$ cat config.mk
export PLATFORM = sky130hd
export DESIGN_NAME = dsc_cell
export DESIGN_NICKNAME = d
export VERILOG_FILES = /design/src/hw/rtl/distinct_subsequence_counter_top_defines.svh /design/src/hw/rtl/dsc_pkg.sv /design/src/hw/rtl/dsc_cell.sv
export SDC_FILE = /design/constraint.sdc
export NUM_CORES = 1
export LEC_CHECK = 0
export BUFFER_PORTS_ARGS = -buffer_cell sky130_fd_sc_hd__buf_4
export CAP_MARGIN = 20
export CORE_MARGIN = 2
export CORE_UTILIZATION = 40
export DETAILED_ROUTE_END_ITERATION = 16
export PLACE_DENSITY = 0.61
export SYNTH_ARGS = -nofsm -noshare
export SYNTH_HDL_FRONTEND = slang
export SYNTH_SLANG_ARGS = --single-unit
$ cat constraint.sdc
create_clock -name clk -period 9.6 [get_ports clk]
set_clock_uncertainty 0.05 [all_clocks]
set_input_delay 1.44 -clock clk [delete_from_list [all_inputs] [get_ports clk]]
set_output_delay 1.44 -clock clk [all_outputs]
set_load 0.01 [all_outputs]
$ cat src/hw/rtl/distinct_subsequence_counter_top_defines.svh
// ----------------------------------------------------------------------------
// Assertion macros for the distinct subsequence counter
// Concurrent check wrappers clocked on clk and disabled while rst_n is low.
// ----------------------------------------------------------------------------
`ifndef DISTINCT_SUBSEQUENCE_COUNTER_TOP_DEFINES_SVH
`define DISTINCT_SUBSEQUENCE_COUNTER_TOP_DEFINES_SVH

`ifndef ASSERT_OFF
// Same-cycle implication.
`define DSC_ASSERT_NOW(lbl, ante, cons, msg) \
  lbl: assert property (@(posedge clk) disable iff (!rst_n) (ante) |-> (cons)) \
    else $error(msg);
// Next-cycle implication.
`define DSC_ASSERT_NEXT(lbl, ante, cons, msg) \
  lbl: assert property (@(posedge clk) disable iff (!rst_n) (ante) |=> (cons)) \
    else $error(msg);
`else
`define DSC_ASSERT_NOW(lbl, ante, cons, msg)
`define DSC_ASSERT_NEXT(lbl, ante, cons, msg)
`endif

`endif

$ cat src/hw/rtl/dsc_pkg.sv
// ----------------------------------------------------------------------------
// dsc_pkg
// Shared types and fixed widths for the distinct subsequence counter.
// ----------------------------------------------------------------------------
`default_nettype none

package dsc_pkg;

  localparam int unsigned SYMBOL_W = 8;
  localparam int unsigned INDEX_W  = 7;
  localparam int unsigned LEN_W    = 8;

  // Request codes carried by the req_type field.
  localparam logic REQ_LOAD = 1'b0;
  localparam logic REQ_TEXT = 1'b1;

  // Control broadcast from the top level to every cell.
  typedef struct packed {
    logic                load_en;
    logic                text_en;
    logic                first;
    logic [INDEX_W-1:0]  index;
    logic [SYMBOL_W-1:0] symbol;
  } dsc_ctl_t;

endpackage

`default_nettype wire

$ cat src/hw/rtl/dsc_cell.sv
// ----------------------------------------------------------------------------
// dsc_cell
// One pattern position: holds its pattern character and its prefix count,
// and adds the count handed in by its left neighbor on a matching character.
// ----------------------------------------------------------------------------
`default_nettype none

module dsc_cell
  import dsc_pkg::*;
#(
  parameter int unsigned CELL_POS    = 1,
  parameter int unsigned LW          = 8,
  parameter int unsigned COUNT_WIDTH = 64
) (
  input  wire logic                   clk,
  input  wire logic                   rst_n,
  input  wire dsc_ctl_t               ctl,
  input  wire logic [LW-1:0]          active_len,
  input  wire logic [COUNT_WIDTH-1:0] prev_count,
  output logic      [COUNT_WIDTH-1:0] count_o
);

  logic [SYMBOL_W-1:0]    sym_r;
  logic [COUNT_WIDTH-1:0] count_r;
  logic [COUNT_WIDTH-1:0] count_nxt;
  logic [COUNT_WIDTH-1:0] base;
  logic [COUNT_WIDTH-1:0] addend;
  logic [COUNT_WIDTH:0]   sum;
  logic                   idx_hit;
  logic                   active;
  logic                   match;

  // Pattern character write for this position.
  assign idx_hit = (CELL_POS <= (1 << INDEX_W)) &&
                   (ctl.index == INDEX_W'(CELL_POS - 1));

  always_ff @(posedge clk) begin
    if (ctl.load_en && idx_hit) begin
      sym_r <= ctl.symbol;
    end
  end

  // A first word sees cleared counts: only the empty prefix holds one.
  assign active = (LW'(CELL_POS) <= active_len);
  assign match  = ctl.text_en && active && (sym_r == ctl.symbol);
  assign base   = ctl.first ? '0 : count_r;
  assign addend = ctl.first ? ((CELL_POS == 1) ? COUNT_WIDTH'(1) : '0) : prev_count;
  assign sum    = {1'b0, base} + {1'b0, addend};

  always_comb begin
    count_nxt = count_r;
    if (ctl.text_en) begin
      if (match) begin
        count_nxt = sum[COUNT_WIDTH] ? '1 : sum[COUNT_WIDTH-1:0];
      end else begin
        count_nxt = base;
      end
    end
  end

  always_ff @(posedge clk) begin
    if (!rst_n) begin
      count_r <= '0;
    end else begin
      count_r <= count_nxt;
    end
  end

  assign count_o = count_r;

endmodule

`default_nettype wire

==> results of run 1 <==
-- state kept, by name, indices dropped and copies added (netlist names) --
register / flops
count_o: 64
sym_r: 8
-- report_power, final --
part	switching [uW]	internal, uW
Combinational	67.7	57.1
Clock	146	182
Sequential	0.439	304
Total	214	544
-- how the worst min path moves through the flow --
stage	startpoint	end	slack [ns]	depth (start not counted)
6_report	count_o[34]	count_o[34]	0.40	2
5_1_grt	count_o[37]	count_o[37]	0.43	2
4_1_cts	count_o[37]	count_o[37]	0.41	2
3_5_place_dp	count_o[37]	count_o[37]	0.40	2
3_3_place_gp	count_o[37]	count_o[37]	0.39	2
2_1_floorplan	count_o[34]	count_o[34]	0.42	2
-- worst max-delay path, delay by kind of cell --
| kind | cells | cell delay, ns |
|---|---|---|
| adder cells (fa/ha/maj) | 1 | 0.43 |
| AO/OA/AOI/OAI | 8 | 1.85 |
| AND/OR/NAND/NOR | 3 | 0.45 |
| buffers and inverters | 3 | 1.61 |
-- stage by stage --
| step | std cells | setup WS (ns) | power, uW |
|---|---|---|---|
| after floorplan | 1034 | 4.62 | 387 |
| after global placement | 1383 | 3.74 | 436 |
| after detailed placement | 1383 | 3.64 | 436 |
| after CTS | 1399 | 3.99 | 764 |
| after global routing | 1399 | 3.33 | 785 |
| final | 1399 | 3.94 | 758 |
-- synthesized netlist by cell type (3+ instances only) --
cell      count  area (um^2)
nor2b_1     132          826
a21oi_1      82          410
nand2_1      79          297
dfxtp_1      64         1280
ha_1         64          801
clkbuf_1     62          233
o21ai_0      53          265
a21o_1       46          345
nor2_1       42          158
nand2b_1     38          238
a21boi_0     35          263
xnor2_1      34          298
o221ai_1     32          280
xor2_1       31          272
nand4_1      20          125
and2_1       18          113
inv_1        17         63.8
nand3_1      17         85.1
o22ai_1      16          100
o21bai_1     15          113
a31oi_1      13         81.3
nor3_1       12         60.1
buf_2        10         50.1
edfxtp_1      8          240
nor4_1        8         50.1
o21a_1        8         60.1
o31ai_1       6         45.0
o211ai_1      5         37.5
a21boi_1      4         30.0
nand3b_1      4         30.0
a221o_1       3         30.0
a311oi_1      3         26.3
and3_1        3         18.8
mux2i_1       3         30.0
o311ai_1      3         26.3
-- layer usage --
layer,global-route usage (%),vias up
li1,-,3945
met1,30.6,3651
met2,36.5,237
met3,3.50,27
met4,6.97,0
met5,0,-
-- cell type report --
class	count	area, um^2	area share, %
Timing Repair Buffer	158	1190	12.7
Tap cell	265	332	3.56
Clock buffer	11	243	2.60
Inverter	17	63.8	0.684
Clock inverter	5	33.8	0.362
Multi-Input combinational cell	871	5950	63.8
Sequential cell	72	1520	16.3
-- logic make-up after synthesis --
group                    count (synthesis)
AND/OR/NAND/NOR                        386
AO/OA/AOI/OAI                          352
buffers and inverters                   91
flip-flops                              72
XOR/XNOR                                65
adder cells (fa/ha/maj)                 65
multiplexers                             3
==> key figures, run 1 <==
Final layout
  • Commonest non-fill, non-tap cell in the layout: buf_4
  • Final non-filler cell area: just over 9000 um^2
  • Area growth from synthesis to layout: 19.2%
  • Net count, final: 1,286
  • Filler Cells Inserted: between 1.5k and 2k
  • Most frequent cells in the layout: buf_4, nor2b_1, a21oi_1, nand2_1
  • Final core utilization: just under 50%
  • Layout cells sized above 1: between 10% and 20%
  • ANT cells: 0

Worst setup path
  • Critical path startpoint category: primary input
  • CP Capture Type: flop
  • Largest stage delay, worst path: 0.58 ns
  • Crit Path Class: in2reg
  • Worst-path fanout max: a little under 80
  • Crit-path slowest cell: buf_4
  • Critical R2R Launch: count_o[0]
  • Reg2Reg Depth: 13
  • Critical path, cell by cell: buf_4 > buf_4 > nor2b_1 > ha_1 > nand2_1 > o21ai_0 > a31oi_1 > o21ai_0 > a32oi_1 > a21oi_1 > o2111ai_1 > nand2_1 > buf_4 > o221ai_1 > a21boi_0
  • Critical Path AT: between 5 and 6 ns
  • CP Capture Point: count_o[29]
  • Most common cell on crit path: buf_4
  • R2r endpoint: count_o[62]
  • R2R Setup Slk: around 5.6 ns
  • Data required, critical path: slightly below 10 ns
  • Worst setup path start: ctl[15]

GRT
  • Initial antenna violation count: 0
  • GRT Total Usage: between 20% and 30%
  • GR Overflow Total: 0
  • Vias in the first global route: roughly 7.4k
  • First-pass GRT wire length: between 30,000 and 40,000 um
  • Largest net degree at the start of global routing: between 70 and 80

STA
  • Crit path time final: around 5.7 ns
  • Actual slew at the worst max-slew pin: 1.22 ns
  • Worst Hold Slack: 0.405 ns
  • RSZ-0062 raised after global routing: false
  • Final Cycle Share: 58.9%
  • Max-slew headroom: 18.6%
  • Slew Limit Fails: 0
  • Final setup TNS: 0 ns
  • Max frequency: ~0.18 GHz
  • Count of final setup violators: 0
  • Endpoints failing hold: 0

Detailed routing
  • Met2 WL: about 11,000 um
  • DRT Wirelength: 23,700 um
  • Vias: around 7.9k
  • Top sig layer: met4
  • Vias per Instance: ~5.6
  • Routed Antenna Nets: 0
  • Wire length on met1: 11,300 um
  • DR DRC count: 0
  • WL met3: 1210 um
  • 1st-iter DRT viols: around 630
  • Wirelength per Cell: approximately 17 um
  • Pre-Repair DR Iteration Count: 5

Placed design
  • # port buffers: around 160
  • Detailed placement HPWL: between 15,000 and 20,000 um
  • Placer congestion estimate: approximately 0.94
  • Placed inst area: about 9000 um^2

Synthesis
  • Mux share of post-synthesis cell area: less than 1%
  • Synth Area in XOR/XNOR: 7.28%
  • FF+latch count, synth: slightly above 70
  • Post-synth ARST share: 0%
  • Syn Nets: approximately 1.2k
  • Synthesis Warnings: 0
  • Adder-cell share of the synthesized area: 10.5%
  • Avg Inst Size Synth: ~7.6 um^2
  • Post-synth cell types: 68
  • Post-Synth Simple-Gate Area: 27.1%
  • Sequential share of the synthesized area: 19.5%
  • Post-Synthesis Cells: ~1.0k
  • Post-synthesis compound-gate area fraction: 30.7%
  • Largest family of logic cells by synthesized area: compound AO/OA/AOI/OAI gates
  • Main synth FF type: dfxtp_1
  • Synth Cell Area: 7820 um^2
  • Post-synth EDFFs: 8

Power and ir drop
  • PD cells: about 80 nW/um^2
  • Worst IR Drop VDD: between 0.00007 and 0.00008 V
  • Leakage: ~0.0042 uW

Clocking
  • TritonCTS buffer count: 9
  • CTS sink cnt: just over 70
  • Cts hold-fix bufs: 0
  • CTS Root Cell: clkbuf_16
  • Post_cts resized: 0
  • Post-CTS Setup Bufs: 0
  • Clock transition at path regs: 0.06 ns
  • Clk_lat worst skew: 0.35 ns
  • Clock Tree Buf Depth: 2
  • CTS H-Tree Depth: 3
  • TritonCTS clock tree: done

Die
  • Cell Rows: 51
  • Die height: between 100 and 150 um
  • Core Box Area: around 19,000 um^2
  • I/O pins: about 160
  • Die X: roughly 140 um
  • Die area: 20,700 um^2
  • Initial Utilization: between 40% and 50%

Run status
  • Status: complete, no violations

Min path
  • Hold WC Path Type: reg2reg

Job
  • Max_cap viols: 0
Note: power is estimated with default switching activity, not from simulation.
==> run 2: changes to the inputs <==
PLACE_DENSITY = 0.63   (was 0.61)
clock period = 4.55 ns   (was 9.6 ns; I/O delays follow)
==> run 2 against run 1 <==
  * Clock power rose by 150%
  * Count of clock-buffer cells in the layout fell by 2
  * Via count rose by 0.53%
  * Sequential power rose by 110%
  * Total power rose by 130%
  * Highest routed layer unchanged
==> key figures, run 2 (synthesized netlist as in run 1, its figures left out) <==
Run status
  • Status: complete, no violations

Power and ir drop
  • P_sw: roughly 470 uW
  • Reg power frac: between 30% and 40%
  • Worst IR Drop VDD: roughly 0.00018 V
  • PD cells: roughly 180 nW/um^2
  • Sw Share: 27.4%
  • Combinational power share: approximately 16%
  • Tot Pwr: ~1700 uW
  • Leakage: around 0.0043 uW
  • Clk pwr share: a little under half
  • Cell Int Power: 1250 uW

Detailed routing
  • Pre-Repair DR Iteration Count: 5
  • Routed Antenna Nets: 0
  • Vias per Instance: between 5 and 6
  • 1st-iter DRT viols: slightly above 500
  • DRT Wirelength: between 20,000 and 25,000 um
  • DR DRC count: 0
  • Vias: 7,902
  • Wirelength per Cell: 17.0 um

Worst setup path
  • Worst-path fanout max: 20
  • Data required, critical path: ~4.8 ns
  • Critical Path AT: approximately 4.4 ns
  • Crit Path Class: in2reg
  • Largest stage delay, worst path: roughly 0.72 ns
  • Most common cell on crit path: a21oi_1
  • Critical path, cell by cell: buf_4 > buf_4 > nor2b_1 > ha_1 > nand4_1 > a21oi_1 > and3b_1 > o31ai_2 > a21oi_1 > o41ai_2 > a21oi_1 > o221ai_1 > a21oi_1 > o211a_1
  • CP Capture Type: flop
  • Crit-path slowest cell: o41ai_2
  • Critical path startpoint category: primary input
  • Reg2Reg Depth: 13

Clocking
  • Clock Tree Buf Depth: 2
  • Cts hold-fix bufs: 0
  • TritonCTS buffer count: 9
  • TritonCTS clock tree: done
  • CTS H-Tree Depth: 3
  • Clk_lat worst skew: roughly 0.36 ns
  • CTS sink cnt: 72
  • CTS Root Cell: clkbuf_16
  • Clock transition at path regs: ~0.070 ns
  • Post_cts resized: 0
  • Post-CTS Setup Bufs: 0

Final layout
  • Commonest non-fill, non-tap cell in the layout: buf_4
  • Layout cells sized above 1: between 10% and 20%
  • Fin cells: 1,414
  • Max reg flops: 64
  • Most frequent cells in the layout: buf_4, nor2b_1, a21oi_1, nand2_1
  • ANT cells: 0
  • Area growth from synthesis to layout: 21.6%
  • Net count, final: around 1.3k

GRT
  • Vias in the first global route: ~7.4k
  • Initial antenna violation count: 0
  • GRT Total Usage: between 20% and 30%
  • Grt met3 use: around 4.7%
  • Largest net degree at the start of global routing: 65
  • Global-route met1 utilization: 31.7%
  • GRT Max-Usage Layer: met2
  • First-pass GRT wire length: 38,300 um
  • GR Overflow Total: 0
  • Met2 Usage GRT: a little under two fifths

STA
  • Count of final setup violators: 0
  • Endpoints failing hold: 0
  • Actual slew at the worst max-slew pin: ~1.1 ns
  • Slew Limit Fails: 0
  • Final WS setup: 0.404 ns
  • Final setup TNS: 0 ns
  • Final Cycle Share: slightly above 90%
  • Worst Hold Slack: ~0.40 ns
  • Max frequency: about 0.24 GHz
  • RSZ-0062 raised after global routing: false
  • Crit path time final: ~4.1 ns
  • Max-slew headroom: 26.3%

Placed design
  • Dpl ws: roughly 0.13 ns
  • Placer congestion estimate: 0.907
  • Dpl cells: around 1.4k
  • # port buffers: between 150 and 200
  • Detailed placement HPWL: about 18,000 um

Die
  • Die area: approximately 21,000 um^2
  • Die X: between 100 and 150 um
  • Core Box Area: 19,300 um^2
  • Die height: roughly 140 um
  • Initial Utilization: 40.5%
  • Cell Rows: between 50 and 60
  • I/O pins: 156

Job
  • Max_cap viols: 0

Min path
  • Hold Path Cell Cnt: 2
  • Hold WC Path Type: reg2reg
-- run 2: cell count changes in the layout (fill, tap and decap cells not counted) --
cell / previous run / this run
clkinvlp_4: 2 / 0
buf_12: 0 / 2
clkinv_4: 1 / 3
clkbuf_1: 1 / 0
bufinv_16: 0 / 2
buf_4: 158 / 171
clkbuf_8: 1 / 0
-- run 2: cell type report --
cell class / count / area, um^2
fill: 1953 / 9830
multi-input combinational: 871 / 5950
sequential: 72 / 1520
timing repair buffer: 173 / 1320
tap: 265 / 332
clock buffer: 9 / 225
clock inverter: 7 / 96.3
inverter: 17 / 63.8
-- run 2: path summary, 6_finish.rpt --
path,startpoint,endpoint,slack [ns]
setup / recovery,ctl[15],count_o[62],0.40
hold / removal,count_o[50],count_o[50],0.40
setup reg to reg,count_o[0],count_o[62],0.80
hold reg to reg,count_o[50],count_o[50],0.40
-- run 2: power by group through the flow --
stage,logic [uW],registers [uW],clock network (uW)
5_1_grt,295,643,846
3_5_place_dp,268,658,0
4_1_cts,270,643,821
3_3_place_gp,268,657,0
6_report,270,643,808
2_1_floorplan,159,658,0
-- run 2: per-layer routing --
| metal | vias to the layer above | part of all wire, % |
|---|---|---|
| met2 | 236 | 45 |
| met1 | 3663 | 47 |
| met3 | 28 | 5.9 |
| li1 | 3975 | - |
| met4 | 0 | 1.5 |
| met5 | - | 0 |
-- run 2: critical path, delay by kind of cell --
family / cells / cell delay (ns)
AO/OA/AOI/OAI: 8 / 2.25
AND/OR/NAND/NOR: 3 / 0.47
buffers and inverters: 2 / 0.50
adder cells (fa/ha/maj): 1 / 0.41
-- run 2: through the flow --
stage / cell area (um^2) / utilization [%]
after floorplan: 7820 / -
after global placement: 9190 / 47.5
after detailed placement: 9190 / 47.5
after CTS: 9510 / 49.2
after global routing: 9510 / 49.2
final: 9510 / 49.2
==> run 3: changes to the inputs <==
CELL_PAD_IN_SITES_DETAIL_PLACEMENT = 0   (was unset)
CELL_PAD_IN_SITES_GLOBAL_PLACEMENT = 1   (was unset)
CORE_UTILIZATION = 37   (was 40)
CTS_CLUSTER_SIZE = 20   (was unset)
PLACE_DENSITY = 0.78   (was 0.63)
==> run 3 against run 2 <==
  * Largest cell class unchanged
  * First-iteration DRC count fell by 13%
  * Die area rose by 7.9%
  * Via count is 0.20% higher
  * Maximum frequency up 3.2%
  * Total power down 3.9%
==> key figures, run 3 (synthesized netlist as in run 1, its figures left out) <==
Run status
  • Status: complete, no violations

STA
  • Count of final setup violators: 0
  • Slew Limit Fails: 0
  • RSZ-0062 raised after global routing: false
  • Crit path time final: 4.02 ns
  • Final WS setup: 0.533 ns
  • Max-slew headroom: roughly a third
  • Worst Hold Slack: roughly 0.40 ns
  • Max frequency: approximately 0.25 GHz
  • Endpoints failing hold: 0
  • Actual slew at the worst max-slew pin: around 1.0 ns
  • Final setup TNS: 0 ns
  • Final Cycle Share: 88.3%

Clocking
  • TritonCTS clock tree: done
  • CTS Root Cell: clkbuf_16
  • TritonCTS buffer count: 9
  • Clk_lat worst skew: roughly 0.35 ns
  • Clock Tree Buf Depth: 2
  • CTS sink cnt: between 70 and 80
  • Clock transition at path regs: 0.07 ns
  • Post_cts resized: 0
  • CTS H-Tree Depth: 3
  • Post-CTS Setup Bufs: 0
  • Cts hold-fix bufs: 0

Die
  • Die area: 22,300 um^2
  • I/O pins: 156
  • Die X: 149 um
  • Die height: between 100 and 150 um
  • Core Box Area: 20,900 um^2
  • Initial Utilization: ~37%
  • Cell Rows: 53

Final layout
  • Final non-filler cell area: around 9500 um^2
  • Filler Cells Inserted: between 2k and 2.5k
  • Most frequent cells in the layout: buf_4, nor2b_1, a21oi_1, nand2_1
  • Fin cells: around 1.4k
  • Area growth from synthesis to layout: 21.9%
  • ANT cells: 0
  • Net count, final: about 1.3k
  • Commonest non-fill, non-tap cell in the layout: buf_4
  • Max reg flops: between 60 and 70
  • Layout cells sized above 1: between 10% and 20%

Min path
  • Hold WC Path Type: reg2reg

Detailed routing
  • Pre-Repair DR Iteration Count: 4
  • 1st-iter DRT viols: 437
  • DR DRC count: 0
  • DRT Wirelength: around 25,000 um
  • Vias: approximately 7.9k
  • Wirelength per Cell: 17.1 um
  • Vias per Instance: approximately 5.5
  • Routed Antenna Nets: 0

Power and ir drop
  • PD cells: 174 nW/um^2
  • Leakage: around 0.0043 uW
  • Worst IR Drop VDD: roughly 0.00017 V
  • Cell Int Power: 1190 uW
  • Reg power frac: 38.9%
  • Combinational power share: between 10% and 20%
  • P_sw: between 400 and 500 uW
  • Clk pwr share: between 40% and 50%
  • Sw Share: about 28%

Job
  • Max_cap viols: 0

GRT
  • First-pass GRT wire length: 39,900 um
  • Vias in the first global route: roughly 7.8k
  • Largest net degree at the start of global routing: 66
  • GR Overflow Total: 0
  • GRT Total Usage: about 22%
  • Initial antenna violation count: 0

Placed design
  • Placer congestion estimate: 0.873
  • Dpl ws: around 0.2 ns
  • Dpl cells: around 1.4k
  • # port buffers: around 160
  • Placed inst area: 9240 um^2
  • Detailed placement HPWL: approximately 19,000 um

Worst setup path
  • Data required, critical path: 4.78 ns
  • Worst-path fanout max: 40
  • Crit Path Class: in2reg
  • Largest stage delay, worst path: between 0.4 and 0.5 ns
  • Critical path, cell by cell: buf_4 > buf_4 > buf_4 > nor2b_1 > ha_1 > and3_1 > and2_1 > and4_1 > a32oi_1 > a21oi_1 > o2111ai_1 > nand2_1 > buf_4 > o221ai_1 > a21boi_0
  • Critical Path AT: about 4.3 ns
  • Critical path startpoint category: primary input
  • CP Capture Type: flop
  • Crit-path slowest cell: buf_4
  • Most common cell on crit path: buf_4
==> run 3: changes by cell type in the layout (fill, tap and decap cells not counted), sizes merged <==
cell      delta
buf          +7
bufinv       -1
clkbuf       +1
clkinv       -2
clkinvlp     +2
==> run 3: critical path, delay by kind of cell <==
family | cells | cell delay [ns]
AOI/OAI and AO/OA | 5 | 1.06
buffers and inverters | 4 | 1.15
adders and majority gates | 1 | 0.41
and+or+nand+nor | 5 | 0.87
==> run 3: path summary, 6_finish.rpt <==
path	startpoint	end	slack, ns	cells after the start
hold reg to reg	count_o[37]	count_o[37]	0.40	2
setup / recovery	ctl[15]	count_o[36]	0.53	15
setup reg to reg	count_o[0]	count_o[36]	0.92	14
hold / removal	count_o[37]	count_o[37]	0.40	2
==> run 3: cell type report <==
cell class	instances	area (um^2)	share of cell area [%]
Multi-Input combinational cell	871	5950	62.4
Sequential cell	72	1520	16.0
Timing Repair Buffer	180	1360	14.3
Tap cell	275	344	3.61
Clock buffer	10	229	2.40
Inverter	17	63.8	0.670
Clock inverter	6	61.3	0.643
==> run 3: per-layer routing <==
metal	GRT usage (%)	up-vias	share of wire [%]
met3	3.98	41	4.8
met2	36.8	196	46
met4	6.76	0	2.3
li1	-	3988	-
met1	29.2	3693	47
met5	0	-	0
==> run 3: power by group through the flow <==
stage | logic, uW | clock network (uW) | registers (uW)
after floorplan | 159 | 0 | 658
after global placement | 274 | 0 | 658
after detailed placement | 275 | 0 | 658
after CTS | 276 | 753 | 643
after global routing | 301 | 776 | 643
final | 275 | 737 | 643
==> run 3: metrics by stage <==
step / utilization, % / power (uW)
global placement: 44.2 / 931
floorplan: - / 817
global route: 45.6 / 1720
finish: 45.6 / 1650
CTS: 45.6 / 1670
detailed placement: 44.2 / 932
